$ cat src/design/lpr_pkg.sv
// shared types, constants and the mask bit count for the route lookup
`default_nettype none

package lpr_pkg;

  localparam int TableDepthDef = 32;
  localparam int PortBitsDef   = 4;

  localparam int InDataW  = 144;
  localparam int OutDataW = 48;

  typedef enum logic {
    CMD_WRITE  = 1'b0,
    CMD_LOOKUP = 1'b1
  } lpr_cmd_e;

  typedef enum logic {
    ST_IDLE,
    ST_SCAN
  } lpr_state_e;

  // entry update broadcast to every cell
  typedef struct packed {
    logic        en;
    logic [4:0]  index;
    logic        valid;
    logic [31:0] dest;
    logic [31:0] mask;
    logic [5:0]  len;
    logic [3:0]  port;
    logic [31:0] gateway;
  } lpr_wr_t;

  // lookup request and its best match so far, passed from cell to cell
  typedef struct packed {
    logic        active;
    logic [31:0] addr;
    logic        found;
    logic [4:0]  idx;
    logic [5:0]  len;
    logic [3:0]  port;
    logic [31:0] gateway;
  } lpr_tok_t;

  // adder tree over the 32 mask bits
  function automatic logic [5:0] ones32(input logic [31:0] w);
    logic [1:0] s1 [16];
    logic [2:0] s2 [8];
    logic [3:0] s3 [4];
    logic [4:0] s4 [2];
    for (int i = 0; i < 16; i++) begin
      s1[i] = {1'b0, w[2*i]} + {1'b0, w[2*i+1]};
    end
    for (int i = 0; i < 8; i++) begin
      s2[i] = {1'b0, s1[2*i]} + {1'b0, s1[2*i+1]};
    end
    for (int i = 0; i < 4; i++) begin
      s3[i] = {1'b0, s2[2*i]} + {1'b0, s2[2*i+1]};
    end
    for (int i = 0; i < 2; i++) begin
      s4[i] = {1'b0, s3[2*i]} + {1'b0, s3[2*i+1]};
    end
    return {1'b0, s4[0]} + {1'b0, s4[1]};
  endfunction

endpackage

`default_nettype wire

$ cat src/design/lpr_cell.sv
// one route table entry plus the stage that checks a passing lookup against it
`default_nettype none

module lpr_cell #(
  parameter int CellIdx  = 0,
  parameter int PortBits = lpr_pkg::PortBitsDef
) (
  input  wire logic             clk_i,
  input  wire logic             rst_ni,
  input  wire logic             advance_i,
  input  wire lpr_pkg::lpr_wr_t wr_i,
  input  wire lpr_pkg::lpr_tok_t tok_i,
  output lpr_pkg::lpr_tok_t     tok_o
);

  logic                valid_q;
  logic [31:0]         dest_q;
  logic [31:0]         mask_q;
  logic [5:0]          len_q;
  logic [PortBits-1:0] port_q;
  logic [31:0]         gw_q;

  logic                sel;
  logic                match;
  lpr_pkg::lpr_tok_t   tok_d;
  lpr_pkg::lpr_tok_t   tok_q;
  logic                act_q;

  assign sel = wr_i.en && (32'(wr_i.index) == CellIdx);

  always_ff @(posedge clk_i or negedge rst_ni) begin
    if (!rst_ni) begin
      valid_q <= 1'b0;
    end else if (sel) begin
      valid_q <= wr_i.valid;
    end
  end

  always_ff @(posedge clk_i) begin
    if (sel) begin
      dest_q <= wr_i.dest;
      mask_q <= wr_i.mask;
      len_q  <= wr_i.len;
      port_q <= PortBits'(wr_i.port);
      gw_q   <= wr_i.gateway;
    end
  end

  // strictly longer wins, so on a tie the earlier cell keeps the match
  assign match = tok_i.active && valid_q && (((tok_i.addr ^ dest_q) & mask_q) == 32'd0)
                 && (!tok_i.found || (len_q > tok_i.len));

  always_comb begin
    tok_d = tok_i;
    if (match) begin
      tok_d.found   = 1'b1;
      tok_d.idx     = 5'(CellIdx);
      tok_d.len     = len_q;
      tok_d.port    = 4'(port_q);
      tok_d.gateway = gw_q;
    end
  end

  always_ff @(posedge clk_i or negedge rst_ni) begin
    if (!rst_ni) begin
      act_q <= 1'b0;
    end else if (advance_i) begin
      act_q <= tok_i.active;
    end
  end

  always_ff @(posedge clk_i) begin
    if (advance_i) begin
      tok_q <= tok_d;
    end
  end

  always_comb begin
    tok_o        = tok_q;
    tok_o.active = act_q;
  end

endmodule

`default_nettype wire

$ cat config.mk
export PLATFORM = sky130hd
export DESIGN_NAME = lpr_cell
export DESIGN_NICKNAME = d
export VERILOG_FILES = /design/src/design/lpr_pkg.sv /design/src/design/lpr_cell.sv
export SDC_FILE = /design/constraint.sdc
export NUM_CORES = 1
export LEC_CHECK = 0
export ABC_AREA = 1
export ABC_CLOCK_PERIOD_IN_PS = 2350
export BUFFER_PORTS_ARGS = -buffer_cell sky130_fd_sc_hd__buf_4
export CORE_ASPECT_RATIO = 1.4
export CORE_UTILIZATION = 40
export CTS_CLUSTER_SIZE = 25
export DETAILED_ROUTE_END_ITERATION = 12
export GPL_TIMING_DRIVEN = 0
export MAX_ROUTING_LAYER = met4
export PLACE_DENSITY = 0.63
export SLEW_MARGIN = 20
export SYNTH_ARGS = -nofsm -noshare
export SYNTH_HDL_FRONTEND = slang
export SYNTH_SLANG_ARGS = --single-unit
export TNS_END_PERCENT = 100
$ cat constraint.sdc
create_clock -name clk_i -period 2.35 [get_ports clk_i]
set_input_delay 0.1175 -clock clk_i [delete_from_list [all_inputs] [get_ports clk_i]]
set_output_delay 0.1175 -clock clk_i [all_outputs]
set_load 0.01 [all_outputs]
* After elaboration in Yosys (flattened, before gate mapping)
Index checks and enable logic that the tools add are counted.
W data, S select, Z words.
** Cells by class
- Mux-type cells :: 1
- Reductions and logical operators :: 8
- Bitwise gates (word level) :: 2
- Magnitude comparators :: 1
** Operators with widths (number)
- $mux W42 :: 1
- $and A32 B32 Y32 :: 1
- $logic_not A32 Y1 :: 1
- $xor A32 B32 Y32 :: 1
- $gt A6 B6 Y1 :: 1
- $logic_not A5 Y1 :: 1
- $logic_and A1 B1 Y1 :: 4
- $logic_not A1 Y1 :: 1
- $logic_or A1 B1 Y1 :: 1
** Word-level totals
- Word-level logic and storage cells :: 25
- Register bits after elaboration :: 188
- Input port bits :: 197

* Depth between registers and ports, before layout
Gate-level depths: netlist of run 1.
- Depth after elaboration :: 6
- Gate-level depth with buffers :: 12
- Gate-level depth less buffers :: 11

* Worst setup path before layout of run 1
OpenSTA, ideal clock, no wires.
- Path kind :: input-to-reg
- Start :: input port wr_i[111] in the netlist's numbering
- End :: register valid_q
- Stages :: 2
- Arrival :: 8.549 ns
- Library setup time :: 0.102 ns
- Path slack :: -6.301 ns
- Buffers on the path :: 0
- Required time :: 2.248 ns
- Cell sequence :: nor3_1 > mux2_2
** On the way
- Word-level cells in the longest chain between the ends :: 2
** Ends and longest elaborated chain
- start: declaration :: RTL line lpr_cell.sv:11 : input wire lpr_pkg::lpr_wr_t wr_i,
- $logic_not A5 Y1 :: RTL line lpr_cell.sv:29 : assign sel = wr_i.en && (32'(wr_i.index) == CellIdx);
- $logic_and A1 B1 Y1 :: RTL line lpr_cell.sv:29
- end signal: assignment :: RTL line lpr_cell.sv:35 : valid_q <= wr_i.valid;
- end: declaration :: RTL line lpr_cell.sv:16 : logic valid_q;
Every way passes these cells.
A chain may end at the register's enable or synchronous reset.

==> metrics, run 1 <==
hold violation total from the final report 0; count of max-cap constraint violations 0; layout cells sized above 1 a little under a third; Port-buffer cells ~280; Unique masters post-synth 24; filler-free cell count of the finished design about 1400; post-route ant nets 0; net count after synthesis 805; vertical extent of the die 165 um; shortest clock period the worst path allows after layout about 2200 ps; source-to-sink clock delay at the later pin of the worst-skew pair ~430 ps; wire length per cell after detailed routing approximately 15 um; post-layout total power 7980 uW; Combinational Power Share 12.4%; maximum frequency from static timing analysis about 460 MHz; Tightest Hold Check Type in2reg; final wirelength just over 20000 um; number of placed instances with taps included ~1100; count of vias placed by the detailed router between 6000 and 7000; reported leakage power between 0.005 and 0.006 uW; Tightest Pin Transition 1080 ps; Yosys Warn Count 0; internal power component roughly 6200 uW; share of power burned in registers roughly 50%; number of global-route vias before repair 6555; Clk network pwr share 39.0%; die width about 120 um; net load switching power roughly 1800 uW; sequential element share of the synthesized area ~74%; post-route clock period utilization approximately nine tenths; CTS clock-pin slew for the worst setup and hold paths 70 ps; Num CTS Buffers 17; Fin Setup TNS 0 ps; Starting DRT DRC Count ~340; kind of start point of the critical path flop; post-CTS setup buffer count 0; most common cell after layout, fill and taps aside buf_4; remaining routing DRC violations 0; Net Sw Frac 22.5%; arrival time of data at the critical path endpoint ~2300 ps; overflow left after global routing 0; number of nets in the final layout ~1300; power density over the cells 628 nW/um2; FF+latch count, synth 188; synthesized instance count roughly 600; pin count of the biggest net entering global routing 82; worst setup path category reg2reg; Die Area approximately 20000 um2; buffer cell driving the clock tree root clkbuf_16; CP Data Required Time approximately 2500 ps; initial standard-cell utilization of the core about two fifths; maximum clock skew at final layout 14.8 ps; Post-Syn Area 7630 um2; maximum level of the CTS H-tree 4; commonest non-fill, non-tap cells in the layout buf_4, dlygate4sd3_1, edfxtp_1; GR Util All Layers between 20% and 30%; estimated wirelength of the detail-placed design around 14000 um; RSZ-0062 raised after global routing no; nature of the critical path endpoint flop; Pre-Repair DR Iteration Count 4; mean instance size in the synthesized netlist 12.7 um2; worst-path fanout max 10; Area Growth Syn to Fin 66.5%; first-pass GRT wire length 31300 um; TritonCTS clock tree yes; vias per cell 4.59; maximum VDD drop 0.000442 V; result of the run finished clean; initial antenna violation count 0; Setup-failing EPs final 0; count of pins on the block boundary approximately 280; clk buf depth 2; Core Region around 19000 um2; Slew HR about 28%; count of pins over their slew limit 0; Site Rows 59; GPL Wtd Cong roughly 0.78; clock tree sinks roughly 190
## synth_stat cells, drive strengths merged
master / count / share of area (%)
nor3: 2 / 0.20
a31oi: 1 / 0.082
a21oi: 2 / 0.13
edfxtp: 186 / 73
nand3b: 2 / 0.20
nand4: 45 / 3.9
o21bai: 1 / 0.098
nand3: 36 / 2.8
dfrtp: 2 / 0.66
ha: 6 / 0.98
or2: 5 / 0.41
inv: 75 / 3.7
nor2: 35 / 1.9
mux2: 2 / 0.30
buf: 17 / 2.3
nand2: 183 / 9.1
o21ai: 2 / 0.13
## registers in the layout (all words and copies together), names as in the netlist
register	flops
act_q	1
valid_q	1
tok_o	80
dest_q	32
mask_q	32
port_q	4
len_q	6
gw_q	32
## layout make-up
class	instances	area, um2
buffer	17	173
timing repair buffer	475	4090
clock buffer	17	425
fill	1364	5890
sequential	188	5640
inverter	75	282
tap	244	305
antenna	1	2.50
multi-input combinational	322	1580
clock inverter	15	225
## power by group through the flow
stage	Sequential, uW	Clock (uW)	Combinational [uW]
4_1_cts	3880	3190	985
3_3_place_gp	3950	0	705
2_1_floorplan	4010	0	149
6_report	3880	3110	992
5_1_grt	3890	3300	1070
3_5_place_dp	3950	0	720
## routing by layer
| metal | vias up | routed length [um] | track usage [%] |
|---|---|---|---|
| li1 | 3061 | - | - |
| met1 | 2900 | 7490 | 22.2 |
| met2 | 225 | 11600 | 40.8 |
| met3 | 26 | 999 | 4.40 |
| met4 | 0 | 313 | 7.83 |
| met5 | - | 0 | - |
## worst paths after layout
check	start	end	slack, ps	cells past startpoint
worst max-delay path	len_q[5]	tok_o[15]	200	11
min in group asynchronous	rst_ni	act_q	540	3
max in group asynchronous	rst_ni	valid_q	1690	3
worst max register to register	len_q[5]	tok_o[15]	200	11
worst min-delay path	wr_i[112]	mask_q[31]	130	3
worst min register to register	valid_q	valid_q	520	1
## repair_timing
| action | 4_1_cts | 5_1_grt |
|---|---|---|
| gates resized for setup | 0 | 1 |
| endpoints found under the hold margin | 194 | 0 |
| setup endpoints to repair | 0 | 40 |
| hold buffers | 191 | 0 |
## stage by stage
step	hold WS (ps)	area (um2)	setup WS, ps	utilization (%)
floorplan	-178	7660	-1010	-
global placement	-97.6	10000	-2220	54.0
detailed placement	-98.1	10100	60.2	54.5
CTS	85.1	12700	61.6	68.3
global route	118	12700	40.9	68.3
finish	134	12700	196	68.3
## kinds of logic after synthesis
logic type	after synthesis	share of synthesized area, %
compound gates	6	0.443
fa+ha+maj	6	0.984
buf+inv	92	5.95
flops	188	73.8
mux	2	0.295
simple gates	308	18.5
## worst max-delay path, cell delays in order, from the launching register on
cell and delay [ps]:
edfxtp_1 400, ha_1 310, nand2_1 70, nor2_1 140, o21ai_1 80, nand3_1 70, nand2_1 80, nand2_4 170
nand4_4 240, buf_6 220, nand2_1 60, nand2_1 70
No activity file was read; power rests on OpenSTA's default activity.
==> inputs of run 2 (changes only) <==
--- a/config.mk
+++ b/config.mk
@@ -7,8 +7,8 @@
 export LEC_CHECK = 0
 export ABC_AREA = 1
 export ABC_CLOCK_PERIOD_IN_PS = 2350
-export BUFFER_PORTS_ARGS = -buffer_cell sky130_fd_sc_hd__buf_4
-export CORE_ASPECT_RATIO = 1.4
+export BUFFER_PORTS_ARGS = -buffer_cell sky130_fd_sc_hd__buf_2
+export CORE_ASPECT_RATIO = 0.75
 export CORE_UTILIZATION = 40
 export CTS_CLUSTER_SIZE = 25
 export DETAILED_ROUTE_END_ITERATION = 12
==> metrics, run 2 (synthesis results as in run 1) <==
source of the worst hold timing path tok_i[46]; worst setup path category reg2reg; number of nets in the final layout 1299 (unchanged); Cell Area, Placed 9500 um2 (-6.3%); estimated wirelength of the detail-placed design 13700 um (+0.64%); count of pins on the block boundary 278 (unchanged); number of global-route vias before repair 6417 (-2.1%); vertical extent of the die 122 um (-26%); Starting DRT DRC Count 430 (+28%); worst-path fanout max 10 (unchanged); maximum level of the CTS H-tree 4 (unchanged); result of the run finished clean; GPL Wtd Cong 0.828 (+6.1%); Site Rows 43 (-27%); maximum VDD drop 0.000424 V (-4.0%); layout cells sized above 1 32.0% (+0.27 points); most common cell after layout, fill and taps aside buf_2; shortest clock period the worst path allows after layout 2160 ps (+1.67 ps); source-to-sink clock delay at the later pin of the worst-skew pair 420 ps (about the same); first-pass GRT wire length 32000 um (+2.3%); clock tree sinks 188 (unchanged); arrival time of data at the critical path endpoint 2330 ps (about the same); power density over the cells 627 nW/um2 (-0.15%); reported leakage power 0.00533 uW (-4.8%); Die Area 19600 um2 (about the same); Pre-Repair DR Iteration Count 5 (+1); Fill cells 1378 (+1.0%); critical register-to-register path startpoint len_q[4]; overflow left after global routing 0 (unchanged); pin count of the biggest net entering global routing 53 (-35%); TritonCTS clock tree yes; GR Util All Layers 22.3% (+0.62 points); count of max-cap constraint violations 0 (unchanged); RSZ-0062 raised after global routing no; wire length per cell after detailed routing 15.5 um (+2.7%); initial standard-cell utilization of the core 41.1% (+0.091 points); initial antenna violation count 1 (+1); max FFs per register 80 (unchanged); final wirelength 21000 um (+2.9%); CP Data Required Time 2520 ps (about the same); hold violation total from the final report 0 (unchanged); Final Core Density 64.4% (-3.9 points); Core Region 18600 um2 (-0.22%); reg-to-reg slack, setup 190 ps (about the same); Critical Path Source len_q[4]; count of vias placed by the detailed router 6225 (+0.21%); buffer cell driving the clock tree root clkbuf_16; vias per cell 4.59 (about the same); Area Growth Syn to Fin 56.7%; kind of start point of the critical path flop; post-route ant nets 0 (unchanged); Port-buffer cells 277 (unchanged); Setup-failing EPs final 0 (unchanged); maximum frequency from static timing analysis 464 MHz (about the same); remaining routing DRC violations 0 (unchanged); Tightest Pin Transition 723 ps (-355 ps); clk buf depth 2 (unchanged); count of pins over their slew limit 0 (unchanged); nature of the critical path endpoint flop; maximum clock skew at final layout 13.8 ps (-1.03 ps); Slew HR 51.8% (+24 points); commonest non-fill, non-tap cells in the layout buf_2, edfxtp_1, dlygate4sd3_1; Num CTS Buffers 17 (unchanged); Tightest Hold Check Type in2reg; die width 162 um (+36%); area of all placed cells without fillers 12000 um2 (-5.9%); CTS clock-pin slew for the worst setup and hold paths 70 ps (about the same); post-route clock period utilization 91.7% (about the same)
run 2: cell types whose count changed in the layout (fill, tap and decap cells not counted), moves of 2 or more:
cell	previous run	this run
clkinv_4	3	1
buf_6	15	12
clkinv_2	0	2
buf_8	4	6
clkinv_8	3	0
buf_2	0	276
dlygate4sd3_1	191	186
buf_4	282	10
clkinvlp_4	0	3
bufinv_16	3	1
run 2: stage by stage:
stage                     total power [uW]  worst slack (ps)  cells  hold slack (ps)  TNS, ps
after global placement                4510             -2320   1126            -95.5  -230080
after global routing                  7780              33.7   1357             16.5        0
after floorplan                       4160             -1010    602             -178   -94170
final                                 7500               195   1357             13.6        0
after CTS                             7540              71.5   1352             1.48        0
after detailed placement              4530              97.1   1134            -95.4        0
run 2: power by group:
group	internal, uW	leakage (uW)	switching [uW]	total, uW
logic	471	0.00330	376	848
registers	3840	0.00176	35.9	3870
clock network	1490	0.000272	1290	2780
run 2: per-layer routing:
| layer | GRT usage (%) | vias to the layer above | wire length (um) |
|---|---|---|---|
| met5 | - | - | 0 |
| met4 | 8.49 | 0 | 459 |
| met3 | 4.12 | 40 | 1050 |
| met2 | 37.3 | 234 | 10500 |
| met1 | 27.0 | 2887 | 8990 |
| li1 | - | 3064 | - |
run 2: timing repair:
action / CTS / global route
endpoints found under the hold margin: 186 / 0
hold buffers: 186 / 0
gates resized for setup: 0 / 1
setup endpoints to repair: 0 / 41
buffers inserted: 0 / 4
run 2: cell type report:
| cell class | count | area (um2) | area share [%] |
|---|---|---|---|
| flip-flops and latches | 188 | 5640 | 47.1 |
| repair buffers | 475 | 3420 | 28.6 |
| multi-input cells | 322 | 1580 | 13.2 |
| clock buffers | 18 | 429 | 3.59 |
| well taps | 247 | 309 | 2.58 |
| inverters | 75 | 282 | 2.35 |
| plain buffers | 17 | 173 | 1.44 |
| clock inverters | 14 | 138 | 1.15 |
| diodes | 1 | 2.50 | 0.0209 |
run 2: critical path: stages (launching register included):
cell      delay (ps)
edfxtp_1         420
ha_1             320
nand2_1           70
nor2_1           150
o21ai_1           80
nand3_1           70
nand2_1           80
nand2_4          140
nand4_4          200
buf_6            210
nand2_1           80
nand2_1           80
run 2: final timing paths:
check / to / cells past startpoint
worst max-delay path: tok_o[20] / 11
worst min-delay path: tok_o[46] / 3
worst max register to register: tok_o[20] / 11
worst min register to register: valid_q / 1
min in group asynchronous: valid_q / 3
max in group asynchronous: act_q / 3
